--- src/hdl/dfr_pkg.sv ---
// ----------------------------------------------------------------------------
// dfr_pkg
// Types and constants shared by the word stream deframer modules.
// ----------------------------------------------------------------------------
`default_nettype none

package dfr_pkg;

  localparam int CHANNELS   = 16;
  localparam int CH_W       = 4;
  localparam int WORD_W     = 32;
  localparam int LIMIT_W    = 20;
  localparam int COUNT_W    = 21;
  localparam int LEFT_W     = 9;
  localparam int KIND_W     = 2;
  localparam int OUT_DATA_W = 40;

  localparam logic [WORD_W-1:0]  HDR_MASK      = 32'hffff_0000;
  localparam logic [WORD_W-1:0]  HDR_SYNC      = 32'h2301_0000;
  localparam logic [LIMIT_W-1:0] MAX_WORDS_RST = 20'd1000000;

  typedef enum logic [KIND_W-1:0] {
    KIND_PAYLOAD  = 2'd0,
    KIND_END_MARK = 2'd1,
    KIND_RESYNC   = 2'd2
  } kind_t;

  typedef struct packed {
    kind_t             kind;
    logic [WORD_W-1:0] payload;
    logic [CH_W-1:0]   channel;
    logic              last;
    logic              spans_transfers;
    logic              overflow_drop;
  } result_t;

  // Result handed from the core to the output buffer.
  typedef struct packed {
    logic    valid;
    result_t res;
  } result_msg_t;

endpackage

`default_nettype wire

--- src/hdl/dfr_core.sv ---
// ----------------------------------------------------------------------------
// dfr_core
// Header/payload tracking, per-channel word counts and spanned flags.
// ----------------------------------------------------------------------------
`default_nettype none

module dfr_core
  import dfr_pkg::*;
(
  input  wire logic                clk,
  input  wire logic                rst,
  input  wire logic                cfg_wen,
  input  wire logic [LIMIT_W-1:0]  cfg_wdata,
  input  wire logic                step_en,
  input  wire logic [WORD_W-1:0]   in_word,
  input  wire logic                in_tstart,
  output result_msg_t              result
);

  logic [LIMIT_W-1:0] max_packet_words;
  logic               in_payload, in_payload_next;
  logic [LEFT_W-1:0]  words_left, words_left_next;
  logic [CH_W-1:0]    segment_channel, segment_channel_next;
  logic               segment_ends, segment_ends_next;
  logic [COUNT_W-1:0] word_count [CHANNELS];
  logic [COUNT_W-1:0] word_count_next [CHANNELS];
  logic [CHANNELS-1:0] spanned, spanned_next;

  logic [CHANNELS-1:0] nonzero;
  logic [CHANNELS-1:0] seg_onehot;
  logic [CHANNELS-1:0] span_t;
  logic [COUNT_W-1:0]  cnt_inc;
  logic                final_word;
  logic [CH_W-1:0]     hdr_ch;
  logic                hdr_ok;
  logic                hdr_ends;
  logic [7:0]          hdr_pairs;
  logic                hdr_span;

  always_comb begin
    for (int c = 0; c < CHANNELS; c++) begin
      nonzero[c] = |word_count[c];
    end
  end

  assign seg_onehot = CHANNELS'(1) << segment_channel;
  assign span_t     = spanned | ({CHANNELS{in_tstart}} &
                      (nonzero | (in_payload ? seg_onehot : '0)));

  assign cnt_inc    = word_count[segment_channel] + COUNT_W'(1);
  assign final_word = (words_left <= LEFT_W'(1));

  assign hdr_ch     = in_word[11:8];
  assign hdr_ends   = in_word[12];
  assign hdr_pairs  = in_word[7:0];
  assign hdr_ok     = ((in_word & HDR_MASK) == HDR_SYNC) &&
                      ({1'b0, hdr_ch} < (CH_W+1)'(CHANNELS));
  // A packet that starts fresh forgets any earlier transfer boundary
  assign hdr_span   = nonzero[hdr_ch] ? span_t[hdr_ch] : 1'b0;

  always_comb begin
    in_payload_next      = in_payload;
    words_left_next      = words_left;
    segment_channel_next = segment_channel;
    segment_ends_next    = segment_ends;
    word_count_next      = word_count;
    spanned_next         = spanned;
    result               = '0;

    if (step_en) begin
      spanned_next = span_t;
      if (in_payload) begin
        result.valid       = 1'b1;
        result.res.kind    = KIND_PAYLOAD;
        result.res.payload = in_word;
        result.res.channel = segment_channel;
        word_count_next[segment_channel] = cnt_inc;
        if (final_word) begin
          words_left_next = '0;
          in_payload_next = 1'b0;
          if (segment_ends) begin
            result.res.last            = 1'b1;
            result.res.spans_transfers = span_t[segment_channel];
            word_count_next[segment_channel] = '0;
          end else if (cnt_inc > {1'b0, max_packet_words}) begin
            result.res.overflow_drop = 1'b1;
            word_count_next[segment_channel] = '0;
          end
        end else begin
          words_left_next = words_left - LEFT_W'(1);
        end
      end else if (!hdr_ok) begin
        result.valid       = 1'b1;
        result.res.kind    = KIND_RESYNC;
        result.res.payload = in_word;
      end else begin
        spanned_next[hdr_ch] = hdr_span;
        if (hdr_pairs == '0) begin
          if (hdr_ends) begin
            result.valid               = 1'b1;
            result.res.kind            = KIND_END_MARK;
            result.res.channel         = hdr_ch;
            result.res.last            = 1'b1;
            result.res.spans_transfers = hdr_span;
            word_count_next[hdr_ch]    = '0;
          end
        end else begin
          in_payload_next      = 1'b1;
          words_left_next      = {hdr_pairs, 1'b0};
          segment_channel_next = hdr_ch;
          segment_ends_next    = hdr_ends;
        end
      end
    end
  end

  always_ff @(posedge clk) begin
    if (rst) begin
      max_packet_words <= MAX_WORDS_RST;
      in_payload       <= 1'b0;
      words_left       <= '0;
      segment_channel  <= '0;
      segment_ends     <= 1'b0;
      spanned          <= '0;
      for (int c = 0; c < CHANNELS; c++) begin
        word_count[c] <= '0;
      end
    end else begin
      if (cfg_wen) begin
        max_packet_words <= cfg_wdata;
      end
      in_payload      <= in_payload_next;
      words_left      <= words_left_next;
      segment_channel <= segment_channel_next;
      segment_ends    <= segment_ends_next;
      spanned         <= spanned_next;
      word_count      <= word_count_next;
    end
  end

endmodule

`default_nettype wire

--- src/hdl/dfr_skid.sv ---
// ----------------------------------------------------------------------------
// dfr_skid
// Output register with one skid entry, so results survive a receiver stall.
// ----------------------------------------------------------------------------
`default_nettype none

module dfr_skid
  import dfr_pkg::*;
(
  input  wire logic         clk,
  input  wire logic         rst,
  input  wire result_msg_t  in_msg,
  output logic              full,
  output logic              out_valid,
  input  wire logic         out_ready,
  output result_t           out_res
);

  logic    skid_valid;
  result_t skid_res;

  assign full = skid_valid;

  always_ff @(posedge clk) begin
    if (rst) begin
      out_valid  <= 1'b0;
      skid_valid <= 1'b0;
    end else if (!out_valid || out_ready) begin
      // Drain the skid entry first; no new result arrives while it is full
      if (skid_valid) begin
        out_valid  <= 1'b1;
        skid_valid <= 1'b0;
      end else begin
        out_valid  <= in_msg.valid;
      end
    end else if (in_msg.valid) begin
      skid_valid <= 1'b1;
    end
  end

  always_ff @(posedge clk) begin
    if (!out_valid || out_ready) begin
      out_res <= skid_valid ? skid_res : in_msg.res;
    end else if (in_msg.valid) begin
      skid_res <= in_msg.res;
    end
  end

endmodule

`default_nettype wire

--- src/hdl/multichannel_word_stream_deframer_top.sv ---
// ----------------------------------------------------------------------------
// multichannel_word_stream_deframer_top
// Splits a 32-bit word stream into channel-tagged segments and packet ends.
// ----------------------------------------------------------------------------
// Usage:
//   Input stream s_*: one 32-bit word per item in s_tdata, with s_tuser high
//   on the first word of a host transfer. Output stream m_*: one result per
//   payload word, per bad header (resync) and per empty ending header.
//   Headers that open a segment produce no result.
//   The input register holds an accepted word for the state update, and its
//   result is registered in the output register before it shows on m_*.
//   Throughput: one word per cycle while the skid entry is empty; the input
//   register, state update and output register each take one item per clock.
//   A stalled receiver is absorbed by one skid entry behind the output
//   register; the input keeps taking words until that entry fills.
//   Reset: expects a header, clears all per-channel word counts and spanned
//   flags, and sets max_packet_words to 1000000. Write cfg_wdata with
//   cfg_wen only while the block is idle.
// ----------------------------------------------------------------------------
`default_nettype none

module multichannel_word_stream_deframer_top
  import dfr_pkg::*;
(
  input  wire logic                   clk,
  input  wire logic                   rst,
  input  wire logic                   cfg_wen,
  input  wire logic [LIMIT_W-1:0]     cfg_wdata,   // max_packet_words
  input  wire logic                   s_tvalid,
  output logic                        s_tready,
  input  wire logic [WORD_W-1:0]      s_tdata,     // [31:0] word
  input  wire logic                   s_tuser,     // [0] transfer_start
  output logic                        m_tvalid,
  input  wire logic                   m_tready,
  output logic [OUT_DATA_W-1:0]       m_tdata,     // [31:0] payload, [35:32] channel,
                                                   // [36] spans_transfers,
                                                   // [37] overflow_drop, [39:38] zero
  output logic [KIND_W-1:0]           m_tuser,     // [1:0] kind
  output logic                        m_tlast      // last
);

  logic              in_valid;
  logic [WORD_W-1:0] in_word;
  logic              in_tstart;
  logic              skid_full;
  logic              step_en;
  result_msg_t       core_msg;
  result_t           out_res;

  assign step_en  = in_valid && !skid_full;
  assign s_tready = !in_valid || step_en;

  always_ff @(posedge clk) begin
    if (rst) begin
      in_valid <= 1'b0;
    end else if (s_tready) begin
      in_valid <= s_tvalid;
    end
  end

  always_ff @(posedge clk) begin
    if (s_tready && s_tvalid) begin
      in_word   <= s_tdata;
      in_tstart <= s_tuser;
    end
  end

  dfr_core u_core (
    .clk       (clk),
    .rst       (rst),
    .cfg_wen   (cfg_wen),
    .cfg_wdata (cfg_wdata),
    .step_en   (step_en),
    .in_word   (in_word),
    .in_tstart (in_tstart),
    .result    (core_msg)
  );

  dfr_skid u_skid (
    .clk       (clk),
    .rst       (rst),
    .in_msg    (core_msg),
    .full      (skid_full),
    .out_valid (m_tvalid),
    .out_ready (m_tready),
    .out_res   (out_res)
  );

  assign m_tdata = {2'b00, out_res.overflow_drop, out_res.spans_transfers,
                    out_res.channel, out_res.payload};
  assign m_tuser = out_res.kind;
  assign m_tlast = out_res.last;

endmodule

`default_nettype wire

--- config.mk ---
export PLATFORM = sky130hd
export DESIGN_NAME = multichannel_word_stream_deframer_top
export DESIGN_NICKNAME = d
export VERILOG_FILES = /design/src/hdl/dfr_pkg.sv /design/src/hdl/dfr_core.sv /design/src/hdl/dfr_skid.sv /design/src/hdl/multichannel_word_stream_deframer_top.sv
export SDC_FILE = /design/constraint.sdc
export NUM_CORES = 2
export LEC_CHECK = 0
export BUFFER_PORTS_ARGS = -buffer_cell sky130_fd_sc_hd__clkbuf_2
export CAP_MARGIN = 20
export CORE_MARGIN = 4
export CORE_UTILIZATION = 30
export DETAILED_ROUTE_END_ITERATION = 7
export PLACE_DENSITY = 0.51
export SETUP_SLACK_MARGIN = 0.05
export SLEW_MARGIN = 0
export SYNTH_ARGS = -nofsm -noshare
export SYNTH_HDL_FRONTEND = slang
export SYNTH_HIERARCHICAL = 1
export SYNTH_SLANG_ARGS = --single-unit
export TNS_END_PERCENT = 5
--- constraint.sdc ---
create_clock -name clk -period 11.55 [get_ports clk]
set_input_delay 1.155 -clock clk [delete_from_list [all_inputs] [get_ports clk]]
set_output_delay 1.155 -clock clk [all_outputs]
set_load 0.01 [all_outputs]
==> results.md <==
* CP peak stage delay at 0.84 ns
* Largest net degree at the start of global routing at 121
* Resized cells post-CTS at 0
* Startpoint Class: flip-flop
* Synth warn at 6
* Die W at 306 um
* Final setup TNS at 0 ns
* Total grt overflow at 0
* Clock Sinks at 505
* Worst Skew at 0.0640 ns
* Slew @ Worst Pin at 1.18 ns
* Vias at 24914
* Post-synth top area share at 29.4%
* Drt drc at 0
* Total Nets Final at 3041
* Vias in the first global route at 23016
* Mean Syn Cell Area at 8.87 um^2
* Worst Slack Setup Final at 3.81 ns
* Die Footprint at 93500 um^2
* I/O Pins at 103
* Post-CTS Setup Inserts at 0
* CTS tree: yes
* CP delay by family, top: simple AND/OR/NAND/NOR gates
* Wire per inst at 25.1 um
* GR peak layer: met2
* Starting DRT DRC Count at 3009
* GRT met1 Usage at 30.2%
* Routing usage on met2 at 32.9%
* # setup viols final at 0
* Part of the power in registers at 48.2%
* Power per cell area at 128 nW/um^2
* Syn-to-layout area delta at 12.2%
* Met3 Usage GRT at 4.12%
* Sw Share at 23.1%
* Crit-path cells: buf_4 > mux4_2 > a22oi_1 > nand2_1 > and4_1 > nand4_1 > a211oi_1 > xor2_2 > ha_1 > a211o_1 > nor4_1 > a31o_2 > or4b_1 > nand3_4 > buf_4 > nand4_1 > a31oi_1
* Clock power frac at 48.1%
* Detailed placement HPWL at 70400 um
* CORE AREA at 87400 um^2
* Internal Power at 2.93 mW
* Post-synth ARST share at 0%
* Final Max Tran Viols at 0
* Crit Path Class: reg2reg
* Leading area contributor after synthesis: dfxtp_1
* PortBufs at 100
* Class of the worst hold path: reg2reg
* Top FF cell, synth: dfxtp_1
* Max Cap Viol at 0
* CTS clock-pin slew for the worst setup and hold paths at 0.06 ns
* Initial antenna violation count at 1
* First drt pass iteration count at 6
* H-tree depth at 2
* Max_slew headroom at 20.9%
* Share of layout cells above drive strength 1 at 13.8%
* Arr. time, crit path at 8.26 ns
* Tcrit/Tclk final at 67.0%
* Final Critical Period at 7.74 ns
* Register area share after synthesis at 42.3%
* Status: finished clean
* Util after Layout at 34.2%
* Root buffer cell: clkbuf_16
* Distinct cell type count after synthesis at 71
* Synthesized flop and latch total at 505
* Combinational Power Share at 3.7%
* Num CTS Buffers at 57
* Fmax at 129 MHz
* Skew-Pair Late Insertion Delay at 0.65 ns
* CP Capture Type: flip-flop
* Routed WL at 105000 um
* Place WS at 3.91 ns
* Die H at 306 um
* Slowest-stage cell, CP: dfxtp_4
* Fin. Hold Viols at 0
* Vias/cell at 5.99
* Flop-to-flop setup slack at 3.81 ns
* Post-synth EDFFs at 115
* Mapped Cells at 3000
* GRT Util Overall at 21.5%
* RSZ-0062 raised after global routing: no
* GPL Wtd Cong at 0.977
* WHS at 0.469 ns
* Post-synthesis cell area at 26600 um^2
* FILL cells at 8940
* WP data required at 12.06 ns
* Buffers from clock root to sink, at most at 3
* Worst Path Buf+Inv at 2
* First-pass GRT wire length at 155000 um
* Initial Utilization at 30.4%
* Worst Path Max Fanout at 82
* # rows at 108
* Net Sw Power at 0.882 mW
* Max IR drop VDD at 99.2 uV
* Most area-consuming cells after synthesis: dfxtp_1 (29%), edfxtp_1 (13%), mux4_2 (7.8%)
* Routed Antenna Nets at 0
* Leak at 9.70 nW
* CTS Hold Bufs at 0
## registers in the layout, indices dropped and copies added, names as in the netlist
signal                   flops
u_core/in_payload            1
u_core/segment_channel       4
u_core/words_left            9
u_core/segment_ends          1
u_core/spanned              16
in_valid                     1
u_core/max_packet_words     20
u_core/word_count          336
u_skid/out_res              41
u_skid/full                  1
u_skid/out_valid             1
in_word                     32
in_tstart                    1
u_skid/skid_res             41
## cell usage in the layout, fill, tap and decap left out, types with 8 or more instances in the layout
cell type  Yosys  layout
a211o_1       50      50
a21o_1        15      15
a21oi_1      157     155
a22oi_1       60      60
a31oi_1      224     224
buf_4          8      54
clkbuf_1     163      22
clkbuf_16      0      57
clkbuf_2       2      99
clkbuf_8       0       8
clkinv_2       0       9
dfxtp_1      390     387
edfxtp_1     115     115
ha_1          24      24
inv_1         66      66
mux2_4        39      39
mux2i_1       14      14
mux4_2        92      92
nand2_1      521     521
nand2b_1      12      11
nand3_1      207     207
nand4_1      147     147
nor2_1       148     147
nor2b_1       45      45
nor3_1        60      60
nor4_1        72      72
o211ai_1      12      12
o21a_1        15      15
o21ai_0       99      99
o22ai_1       38      38
o32ai_1        8       8
or4_1         11      11
## per-stage QoR
step / power (mW) / cells / instance area (um^2)
final: 3.81 / 4161 / 29900
after detailed placement: 2.02 / 4052 / 27900
after CTS: 3.85 / 4157 / 29800
after global placement: 2.02 / 4051 / 27900
after floorplan: 1.96 / 3001 / 26600
after global routing: 3.93 / 4160 / 29900
## worst min-delay path, cell delays in order (launching register included)
cell and delay [ns]:
dfxtp_1 0.31, inv_1 0.05, o22ai_1 0.05
## path summary, 6_finish.rpt
path	from	to	cells past startpoint
min	u_core/word_count[270]	u_core/word_count[270]	2
max	u_core/segment_channel[1]	u_core/word_count[182]	17
min reg2reg	u_core/word_count[270]	u_core/word_count[270]	2
max reg2reg	u_core/segment_channel[1]	u_core/word_count[182]	17
## final cells by class
cell class	count	area, um^2	area share (%)
Multi-Input combinational cell	2174	14100	47.2
Sequential cell	505	11300	37.7
Clock buffer	87	1620	5.42
Tap cell	1155	1450	4.84
Timing Repair Buffer	155	943	3.16
Clock inverter	18	253	0.846
Inverter	66	248	0.830
Antenna cell	1	2.50	0.00838
## logic make-up (layout without fill, tap and decap cells)
group / count (synthesis) / count (layout) / share of synthesized area (%)
AOI/OAI and AO/OA: 719 / 719 / 17.3
DFF: 505 / 505 / 42.3
buffers and inverters: 322 / 326 / 5.57
other: 1 / 3 / 0.0141
muxes: 147 / 147 / 10.6
xor gates and xnor gates: 21 / 21 / 0.691
and+or+nand+nor: 1261 / 1261 / 22.4
adders and majority gates: 24 / 24 / 1.13
## metal layers
| metal | up-vias | wire (um) |
|---|---|---|
| met2 | 1231 | 46200 |
| met5 | - | 0 |
| met4 | 0 | 4050 |
| met1 | 12327 | 44800 |
| li1 | 11146 | - |
| met3 | 210 | 9460 |
## power by group through the flow
stage          logic (mW)  clock network [mW]  registers [mW]
2_1_floorplan      0.0820                   0            1.88
3_3_place_gp        0.140                   0            1.88
3_5_place_dp        0.140                   0            1.88
4_1_cts             0.140                1.87            1.84
5_1_grt             0.153                1.94            1.84
6_report            0.141                1.84            1.84
## synthesized netlist by cell type, types with 5 or more instances
cell type and count:
and4_1 5, dfxtp_1 390, mux4_2 92, buf_4 8, a211o_1 50, buf_6 8
nand2_2 5, mux2_4 39, o211ai_1 12, nor4_1 72, edfxtp_1 115, a31oi_1 224
buf_12 5, a21oi_1 157, or4_1 11, a22oi_1 60, nand2b_1 12, nor3_1 60
o21a_1 15, xnor2_1 10, o22ai_1 38, nand4_1 147, nor2b_1 45, a22o_1 7
buf_1 7, xor2_1 11, buf_2 61, nand2_1 521, inv_1 66, ha_1 24
o21bai_1 5, o32ai_1 8, nor2_1 148, clkbuf_1 163, nand3_1 207, and2_1 7
o21ai_0 99, a21o_1 15, mux2i_1 14
Note: power is estimated with default switching activity, not from simulation.
